[config.mk]
export PLATFORM = sky130hd
export DESIGN_NAME = glr_out_fifo
export DESIGN_NICKNAME = d
export VERILOG_FILES = /design/src/hw/rtl/glr_pkg.sv /design/src/hw/rtl/glr_out_fifo.sv
export SDC_FILE = /design/constraint.sdc
export NUM_CORES = 1
export LEC_CHECK = 0
export BUFFER_PORTS_ARGS = -buffer_cell sky130_fd_sc_hd__buf_4
export CAP_MARGIN = 30
export CORE_MARGIN = 3
export CORE_UTILIZATION = 45
export CTS_BUF_LIST = sky130_fd_sc_hd__clkbuf_16
export CTS_CLUSTER_SIZE = 40
export DETAILED_ROUTE_END_ITERATION = 16
export GPL_TIMING_DRIVEN = 0
export PLACE_DENSITY = 0.68
export SETUP_SLACK_MARGIN = 0.2
export SYNTH_ARGS = -nofsm -noshare
export SYNTH_HDL_FRONTEND = slang
export SYNTH_SLANG_ARGS = --single-unit
export TNS_END_PERCENT = 5
[constraint.sdc]
create_clock -name clk -period 3.5 [get_ports clk]
set_input_delay 0.35 -clock clk [delete_from_list [all_inputs] [get_ports clk]]
set_output_delay 0.35 -clock clk [all_outputs]
set_load 0.005 [all_outputs]
[src/hw/rtl/glr_pkg.sv]
// Shared types, constants and sizes for the glyph cell renderer.
// Used by the front end, the back end, the result queue and the top level.
// Depends on nothing else.
package glr_pkg;

    // Sizing of the cell queue and of the font store.
    localparam int QUEUE_DEPTH = 64;
    localparam int FONT_GLYPHS = 96;
    localparam int QAW         = $clog2(QUEUE_DEPTH);
    localparam int FONT_BYTES  = FONT_GLYPHS * 16;
    // Font addresses are 11 bits wide, so no byte above 2047 can be reached.
    localparam int FONT_DEPTH  = (FONT_BYTES < 2048) ? FONT_BYTES : 2048;
    localparam int FAW         = $clog2(FONT_DEPTH);

    // Limits used for range checks on font writes and glyph lookups.
    localparam logic [11:0] FONT_LIMIT  = 12'(FONT_BYTES);
    localparam logic [8:0]  GLYPH_LIMIT = 9'(FONT_GLYPHS);
    localparam logic [6:0]  GLYPH_BASE  = 7'd32;

    // Sequencer slots.
    localparam logic [8:0] SLOT_POP        = 9'd267;
    localparam logic [8:0] SLOT_WINDOW_END = 9'd11;

    // Display command bytes.
    localparam logic [7:0] CMD_COL_SET   = 8'h2a;
    localparam logic [7:0] CMD_ROW_SET   = 8'h2b;
    localparam logic [7:0] CMD_MEM_WRITE = 8'h2c;
    localparam logic [7:0] COL_SPAN      = 8'h07;
    localparam logic [7:0] ROW_SPAN      = 8'h0f;

    // Input action codes.
    localparam logic [1:0] ACT_TICK    = 2'd0;
    localparam logic [1:0] ACT_ENQUEUE = 2'd1;
    localparam logic [1:0] ACT_FONT    = 2'd2;

    // Result queue sizing.
    localparam int OUT_DEPTH = 4;
    localparam int OUT_AW    = $clog2(OUT_DEPTH);
    localparam int OUT_LW    = $clog2(OUT_DEPTH + 1);

    // One input word.
    typedef struct packed {
        logic [1:0]  action;
        logic [6:0]  char_code;
        logic [3:0]  cell_col;
        logic [3:0]  cell_row;
        logic [15:0] fg_color;
        logic [15:0] back_color;
        logic [10:0] font_addr;
        logic [7:0]  font_byte;
    } request_t;

    // One result word.
    typedef struct packed {
        logic [7:0] out_byte;
        logic       dc_level;
        logic       enqueue_dropped;
    } response_t;

    // One queued character cell.
    typedef struct packed {
        logic [6:0]  glyph;
        logic [3:0]  col;
        logic [3:0]  row;
        logic [15:0] fg;
        logic [15:0] bg;
    } cell_t;

    // Classified operation passed from the front end to the back end.
    typedef enum logic [1:0] {
        OP_TICK,
        OP_ENQUEUE,
        OP_FONT
    } op_kind_t;

    typedef struct packed {
        op_kind_t         kind;
        cell_t            cell_data;
        logic [FAW-1:0]   font_idx;
        logic [7:0]       font_byte;
    } op_t;

endpackage

[src/hw/rtl/glr_out_fifo.sv]
// Result queue of the glyph cell renderer: holds finished result words
// until the consumer pops them. The producer never overfills it.
// Depends on glr_pkg.
module glr_out_fifo
(
    input  logic                          clk,
    input  logic                          rst_n,
    input  logic                          push,
    input  glr_pkg::response_t            push_item,
    input  logic                          pop,
    output logic                          empty,
    output glr_pkg::response_t            head_item,
    output logic [glr_pkg::OUT_LW-1:0]    level
);

    glr_pkg::response_t               mem_reg [glr_pkg::OUT_DEPTH];
    logic [glr_pkg::OUT_AW-1:0]       wr_ptr_reg;
    logic [glr_pkg::OUT_AW-1:0]       rd_ptr_reg;
    logic [glr_pkg::OUT_LW-1:0]       level_reg;
    logic [glr_pkg::OUT_LW-1:0]       level_next;
    logic                             do_pop;

    assign empty     = (level_reg == '0);
    assign do_pop    = pop && !empty;
    assign head_item = mem_reg[rd_ptr_reg];
    assign level     = level_reg;

    // Occupancy follows pushes and pops.
    always_comb
    begin
        level_next = level_reg + glr_pkg::OUT_LW'(push) - glr_pkg::OUT_LW'(do_pop);
    end

    always_ff @(posedge clk or negedge rst_n)
    begin
        if (!rst_n)
        begin
            wr_ptr_reg <= '0;
            rd_ptr_reg <= '0;
            level_reg  <= '0;
        end
        else
        begin
            if (push)
            begin
                wr_ptr_reg <= wr_ptr_reg + 1'b1;
            end
            if (do_pop)
            begin
                rd_ptr_reg <= rd_ptr_reg + 1'b1;
            end
            level_reg <= level_next;
        end
    end

    always_ff @(posedge clk)
    begin
        if (push)
        begin
            mem_reg[wr_ptr_reg] <= push_item;
        end
    end

endmodule

==> run summary, run 1 <==
The run finished with clean final reports. A synthesized cell averages 21.21 um2. The filler cell count came out at 292. Once the clock tree was built, the resizer swapped 0 gates to a different size.

The worst reg2reg path startpoint is level[1]$_DFF_PN0_. The global routing usage summed across all routing layers is 13.49%. The signal arrival time at the worst endpoint came out at 2.40 ns. 28 I/O pins were placed. The wire length per cell is 16.49 um.

The library cells used most frequently in the layout, excluding fill and tap cells, are sky130_fd_sc_hd__edfxtp_1, sky130_fd_sc_hd__buf_4, sky130_fd_sc_hd__mux4_2. The net switching power of the design is 504.2 uW. The tool flagged a number of max-cap violations equal to 0. The maximum number of pins on one net before global-route repair is 15. The final worst setup slack came out at 1.303 ns.

The number of antenna cells inserted came out at 0. The met3 global-route usage came out at 3.741%. The number of global-route vias before repair was 992. For the worst-skew pair, the clock arrives at the later sink with an insertion delay of 0.28 ns. The worst setup path startpoint is level[1]$_DFF_PN0_. The total die area came out at 4906 um2. The share of total power in the clock network came out at 23.7%. The detail route stage leaves a number of antenna-violating nets equal to 0. The count of H-tree levels built during CTS came out at 2. For this run, global-route usage on met1 was measured as 16.68%. The area added between synthesis and finish came out at 22.37%.

The effective utilization at floorplan came out at 48.58%. Yosys attributes the largest share of cell area to sky130_fd_sc_hd__edfxtp_1, sky130_fd_sc_hd__mux4_2, sky130_fd_sc_hd__dfrtp_1, sky130_fd_sc_hd__ha_1, sky130_fd_sc_hd__mux4_1. The number of hold violations in the final report is 0. The start point of the worst hold path is push_item[3]. The setup total negative slack came out at 0 ns.

The count of clock tree sinks came out at 47. The floorplan has 22 rows. The met2 track utilization from global routing came out at 21.62%.

The total congestion overflow is 0. The switching part of the total is 27.33%. The minimum clock period came out at 2.197 ns.

The ratio of total power to cell area came out at 816.9 nW/um2. The clock edge transition at the registers on the reported setup and hold paths is 0.06 ns. The final routed DRC violation total came out at 0. No sink is reached through more buffers than the 2 on the longest clock path. The die boundary height is 70.04 um. At the placement stage, the worst setup path has a slack of 1.321 ns. The final max-slew violation count came to 0. TritonCTS built the clock tree.

After synthesis, the netlist uses 17 different library cells. The design internal power came out at 1341 uW. The worst reg-to-reg path cell count came out at 9. The number of buffers inserted by port buffering is 27. Yosys printed 0 warnings. Detailed placement finished with a half-perimeter wire length of 2013 um.

Counting instances, the worst hold path has a depth of 1. The fraction of layout instances using a drive strength above 1 is 34.96%. The total wire length is 2819 um. The first-pass GRT wire length is 4968 um.

The net total in the final layout is 143. STA puts the critical path data required time at 3.70 ns. The final setup violation count is 0. Of all nets on the critical path, the largest fanout is 6. The number of nets handed over by synthesis was 108.

For the pin with the worst max-slew slack, the measured transition is 0.5142 ns. The flip-flop count of the largest register, all copies and words added is 40. The number of DRC markers in iteration 0 is 73. The worst setup path is of the reg -> reg kind. The weighted congestion at the end of routability-driven global placement came out at 0.6605. Summing the sequential cell areas from Yosys gives 74.58% of the chip area. The largest voltage drop on the vdd net is 0.4614 mV.

STA classifies the critical path startpoint as a flop. Before antenna repair, the detailed router went through 4 iterations. The final cycle utilization of the critical path came out at 62.78%. The number of antenna violations at the first check in global routing is 0. The total clock buffers created by CTS is 5.

Measured against its own limit, the worst slew margin works out to 65.72%. The via density per instance came out at 5.117. The instance count of the mapped netlist is 87. The share of the synthesized area in the top cell type is 65.08%.

The portion of total power attributed to combinational logic came out at 31.8%. STA classifies the critical path endpoint as a flop. The cell at the root of the clock tree is sky130_fd_sc_hd__clkbuf_16. The chip width came out at 70.04 um. Setup repair after global routing left no endpoint under its margin. The fraction of power consumed by sequential logic is 44.5%.

The number of flip-flops and latches in the synthesized netlist is 47. The post-synthesis cell type with the largest combined area is sky130_fd_sc_hd__edfxtp_1. The cell area that synthesis handed to floorplanning was 1846 um2. Summing over every cut layer, the via total after detailed routing is 875. The fmax came out at 0.4551 GHz. The library cell used most frequently in the layout, excluding fill and tap cells, is sky130_fd_sc_hd__edfxtp_1.

The core box area is 3799 um2. The leakage power came out at 0.0008505 uW. The tightest min-delay check is of the in -> reg type. The layer flagged by global routing as most heavily used is met2.

The clock arrives with 0.004307 ns of skew.
metrics by stage:
stage / utilization [%] / hold slack, ns / cell area (um2) / power (uW) / instances
3_3_place_gp: 55.50 / 0.1649 / 2108 / 1404 / 162
5_1_grt: 59.45 / 0.2609 / 2258 / 1972 / 171
4_1_cts: 59.45 / 0.2643 / 2258 / 1875 / 171
6_report: 59.45 / 0.2711 / 2258 / 1845 / 171
3_5_place_dp: 55.50 / 0.1692 / 2108 / 1436 / 162
2_1_floorplan: - / 0.05441 / 1846 / 1168 / 87
Yosys cell counts:
cell type,instances
sky130_fd_sc_hd__mux4_2,8
sky130_fd_sc_hd__dfrtp_1,7
sky130_fd_sc_hd__edfxtp_1,40
sky130_fd_sc_hd__mux4_1,2
sky130_fd_sc_hd__o311ai_0,1
sky130_fd_sc_hd__and2_1,4
sky130_fd_sc_hd__fa_1,1
sky130_fd_sc_hd__o31ai_1,1
sky130_fd_sc_hd__inv_1,7
sky130_fd_sc_hd__buf_2,1
sky130_fd_sc_hd__ha_1,6
sky130_fd_sc_hd__buf_6,1
sky130_fd_sc_hd__xnor2_1,4
sky130_fd_sc_hd__nor3_1,1
sky130_fd_sc_hd__xor2_1,1
sky130_fd_sc_hd__o21ai_0,1
sky130_fd_sc_hd__nand2_1,1
area by class of cell:
| class | count | area [um2] | area share [%] |
|---|---|---|---|
| sequential | 47 | 1376 | 60.94 |
| multi-input combinational | 31 | 426.7 | 18.89 |
| timing repair buffer | 28 | 212.7 | 9.418 |
| clock buffer | 5 | 125.1 | 5.540 |
| tap | 48 | 60.06 | 2.659 |
| inverter | 7 | 26.28 | 1.163 |
| buffer | 2 | 16.27 | 0.7202 |
| clock inverter | 3 | 15.01 | 0.6648 |
cell families after synthesis:
group | after synthesis | synth area share [%]
flops | 47 | 74.58
mux | 10 | 12.61
fa+ha+maj | 7 | 5.152
buf+inv | 9 | 2.305
simple gates | 6 | 1.830
compound gates | 3 | 1.153
xor+xnor | 5 | 2.373
power groups by stage:
| stage | sequential [uW] | clock [uW] | combinational (uW) |
|---|---|---|---|
| floorplan | 814 | 0 | 354 |
| global placement | 822 | 0 | 582 |
| detailed placement | 834 | 0 | 601 |
| CTS | 823 | 446 | 606 |
| global route | 838 | 479 | 655 |
| finish | 821 | 437 | 587 |
worst max-delay path: stages (launching register included):
cell and delay (ns):
sky130_fd_sc_hd__dfrtp_1 0.46, sky130_fd_sc_hd__o31ai_1 0.37, sky130_fd_sc_hd__inv_1 0.08, sky130_fd_sc_hd__ha_1 0.28, sky130_fd_sc_hd__inv_1 0.06, sky130_fd_sc_hd__ha_1 0.12
sky130_fd_sc_hd__inv_1 0.04, sky130_fd_sc_hd__fa_1 0.37, sky130_fd_sc_hd__xnor2_1 0.18, sky130_fd_sc_hd__xnor2_1 0.14
path summary, 6_finish.rpt:
path                                             end  slack, ns
max                               level[2]$_DFF_PN0_       1.30
min                          mem_reg[3][3]$_DFFE_PP_       0.27
max reg2reg                       level[2]$_DFF_PN0_       1.30
min reg2reg                wr_ptr_reg[0]$_DFFE_PN0P_       0.54
max in group asynchronous  wr_ptr_reg[1]$_DFFE_PN0P_       2.96
min in group asynchronous         level[2]$_DFF_PN0_       0.42
metal layers:
metal / vias up / share of wire [%]
met3: 5 / 5.2
met1: 440 / 42
met4: 0 / 2.1
met2: 25 / 51
met5: - / 0
li1: 405 / -
what timing repair did:
item	in CTS	in global routing
setup endpoints to repair	0	0
setup buffers	0	0
hold buffers	1	0
hold endpoints to repair	7	0
No activity file was read; power rests on OpenSTA's default activity.
==> run 2: changes to the inputs <==
Settings changed: PLACE_DENSITY 0.68 to 0.71.
Clock period 3.5 ns to 1.8 ns, I/O delays scaled along.
==> run 2 against run 1 <==
Net effect: the run now ends with negative setup slack left; register-to-register slack worse by 1.5 ns; non-clock buffer count up 3; via count up 0.11%; critical endpoint unchanged; highest routed layer unchanged; global-route usage down 0.45 points; fmax up 12%; largest power group unchanged; wire length down 0.60%; sequential cell count unchanged.
==> run summary, run 2 (synthesis gave the netlist of run 1 again) <==
The number of buffers inserted by port buffering is 27 (unchanged). The number of ports placed on the die boundary came to 28 (unchanged). The post-route antenna net violation count is 0 (unchanged). The via density per instance came to 5.034 (-1.6%).

The number of hold violations in the final report was 0 (unchanged). The slew at the pin closest to its max-slew limit came out at 0.5387 ns (+0.02446 ns). The final routed DRC violation total came out at 0 (unchanged). The number of antenna violations at the first check in global routing came out at 0 (unchanged). The setup path with the least slack is of type reg -> reg. The leakage power is 0.0008742 uW (+2.8%). The largest fanout on the critical path was 2 (-4).

The number of vias after detailed routing came out at 876 (+0.11%). The buffer levels on the longest clock path is 2 (unchanged). The first-pass GRT wire length came out at 4685 um (-5.7%). The overall power consumption was 3820 uW (+110%). The number of iterations in the first detailed-routing pass is 4 (unchanged). The checks that failed: negative setup slack. The insertion delay of the later-clocked pin in the worst-skew pair was 0.28 ns (about the same). The ratio of total power to cell area is 1627 nW/um2 (+99%).

The final max-slew violation count came out at 0 (unchanged). The die boundary height came to 70.04 um (unchanged). The most common cell after layout, fill and taps aside is sky130_fd_sc_hd__edfxtp_1. The fmax is 0.5103 GHz (+12%).

The post-route worst hold slack is 0.09902 ns (-0.1721 ns). The effective utilization at floorplan came out at 48.58% (unchanged). The core box area is 3799 um2 (unchanged). The count of H-tree levels built during CTS came out at 2 (unchanged). The global routing usage summed across all routing layers is 13.03% (-0.45 points). The placed wire-length estimate after detailed placement is 1876 um (-6.8%).

The number of DRC markers in iteration 0 is 59 (-19%). The flip-flop count of the largest register, all copies and words added came to 40 (unchanged). The min-delay analysis places its worst path in the category in -> reg. The total congestion overflow is 0 (unchanged). The top cell types in the final layout, fill and taps aside, are sky130_fd_sc_hd__edfxtp_1, sky130_fd_sc_hd__buf_4, sky130_fd_sc_hd__mux4_2.

The worst-case headroom to the max-slew limit is 64.09% (-1.6 points). The largest voltage drop on the vdd net came out at 0.8124 mV (+76%). The tree is rooted in a sky130_fd_sc_hd__clkbuf_16. The wire length per cell is 16.10 um (-2.3%). The final cycle utilization of the critical path came to 108.9% (+46 points). The required time of the critical path was 1.97 ns (-1.73 ns).

The filler cell count came out at 277 (-5.1%). The worst setup path is launched from a flop. The total die area is 4906 um2 (unchanged). The signal arrival time at the worst endpoint was 2.13 ns (-0.27 ns). The site row count is 22 (unchanged). The total clock buffers created by CTS is 5 (unchanged). The run finished, with violations left.

The number of max-cap violations came out at 0 (unchanged). The setup clock skew after layout is 0.002464 ns (-0.001842 ns). The clock edge transition at the registers on the reported setup and hold paths is 0.06 ns (about the same). The CTS tree is yes. The fraction of layout instances using a drive strength above 1 is 45.24% (+10 points). The chip width was 70.04 um (unchanged). The final setup violation count is 2 (+2).

The total wire length came out at 2802 um (-0.60%). The count of clock tree sinks is 47 (unchanged). The minimum clock period came to 1.960 ns (-0.2376 ns). The number of global-route vias before repair is 927 (-6.6%).

The final core utilization came out at 61.82% (+2.4 points). Setup repair after global routing could not meet its margin everywhere. The net total in the final layout came out at 146 (+2.1%). The maximum number of pins on one net before global-route repair is 16 (+1). The number of antenna cells inserted came out at 0 (unchanged). The final worst setup slack came out at -0.1597 ns (-1.462 ns). The weighted congestion at the end of routability-driven global placement came out at 0.6896 (+4.4%). The critical path capture point type is a flop. From synthesis to final layout, the design area changed by 27.25%.
==> run 2: cell count changes in the layout (fill, tap and decap cells not counted), moves of 2 or more <==
cell                       before  now
sky130_fd_sc_hd__mux4_2         8   10
sky130_fd_sc_hd__buf_4         27   22
sky130_fd_sc_hd__dfrtp_2        0    4
sky130_fd_sc_hd__buf_6          1    8
sky130_fd_sc_hd__clkinv_1       2    0
sky130_fd_sc_hd__mux4_1         2    0
sky130_fd_sc_hd__dfrtp_1        7    3
==> run 2: report_power, final <==
part	internal [uW]	switching, uW
clock	510	347
sequential	1470	131
combinational	804	558
==> run 2: layout make-up <==
class / instances / area, um2 / share of cell area, %
Inverter: 7 / 26.28 / 1.119
Tap cell: 48 / 60.06 / 2.557
Multi-Input combinational cell: 31 / 442.9 / 18.86
Clock buffer: 5 / 125.1 / 5.328
Buffer: 2 / 27.53 / 1.172
Clock inverter: 3 / 20.02 / 0.8524
Sequential cell: 47 / 1381 / 58.82
Timing Repair Buffer: 31 / 265.3 / 11.29
==> run 2: per-layer routing <==
metal	vias up	GRT usage, %	wire length [um]
li1	409	-	-
met1	437	16.60	1184
met2	25	20.78	1426
met3	5	4.173	152
met4	0	5.106	38
met5	-	0	0
==> run 2: what timing repair did <==
item | CTS | global route
endpoints found under the setup margin | 11 | 12
endpoints found under the hold margin | 7 | 0
pin swaps | 1 | 3
setup buffers | 3 | 0
hold buffers | 1 | 0
cloned | 0 | 0
gates resized for setup | 14 | 5
==> run 2: worst max-delay path: stages (launching register included) <==
cell                      delay (ns)
sky130_fd_sc_hd__dfrtp_2        0.42
sky130_fd_sc_hd__o31ai_4        0.26
sky130_fd_sc_hd__inv_1          0.07
sky130_fd_sc_hd__ha_1           0.27
sky130_fd_sc_hd__inv_1          0.05
sky130_fd_sc_hd__ha_1           0.12
sky130_fd_sc_hd__inv_1          0.05
sky130_fd_sc_hd__fa_2           0.34
sky130_fd_sc_hd__xnor2_2        0.14
sky130_fd_sc_hd__xnor2_1        0.12
==> run 2: metrics by stage <==
stage / setup slack, ns / setup TNS, ns / instances / instance area, um2
5_1_grt: -0.2814 / -0.4738 / 174 / 2349
2_1_floorplan: -0.1541 / -0.2410 / 87 / 1853
6_report: -0.1597 / -0.2511 / 174 / 2349
4_1_cts: -0.1759 / -0.2720 / 174 / 2342
3_5_place_dp: -0.2616 / -0.4493 / 162 / 2116
3_3_place_gp: -0.2115 / -0.3394 / 162 / 2116
==> run 2: final timing paths <==
kind,from,to,slack (ns),cells after the start
max reg2reg,level[2]$_DFF_PN0_,level[2]$_DFF_PN0_,-0.16,9
min in group asynchronous,rst_n,level[2]$_DFF_PN0_,0.24,2
min reg2reg,wr_ptr_reg[0]$_DFFE_PN0P_,wr_ptr_reg[0]$_DFFE_PN0P_,0.53,1
min,push_item[7],mem_reg[0][7]$_DFFE_PP_,0.1,1
max in group asynchronous,rst_n,rd_ptr_reg[0]$_DFFE_PN0P_,1.42,2
max,level[2]$_DFF_PN0_,level[2]$_DFF_PN0_,-0.16,9
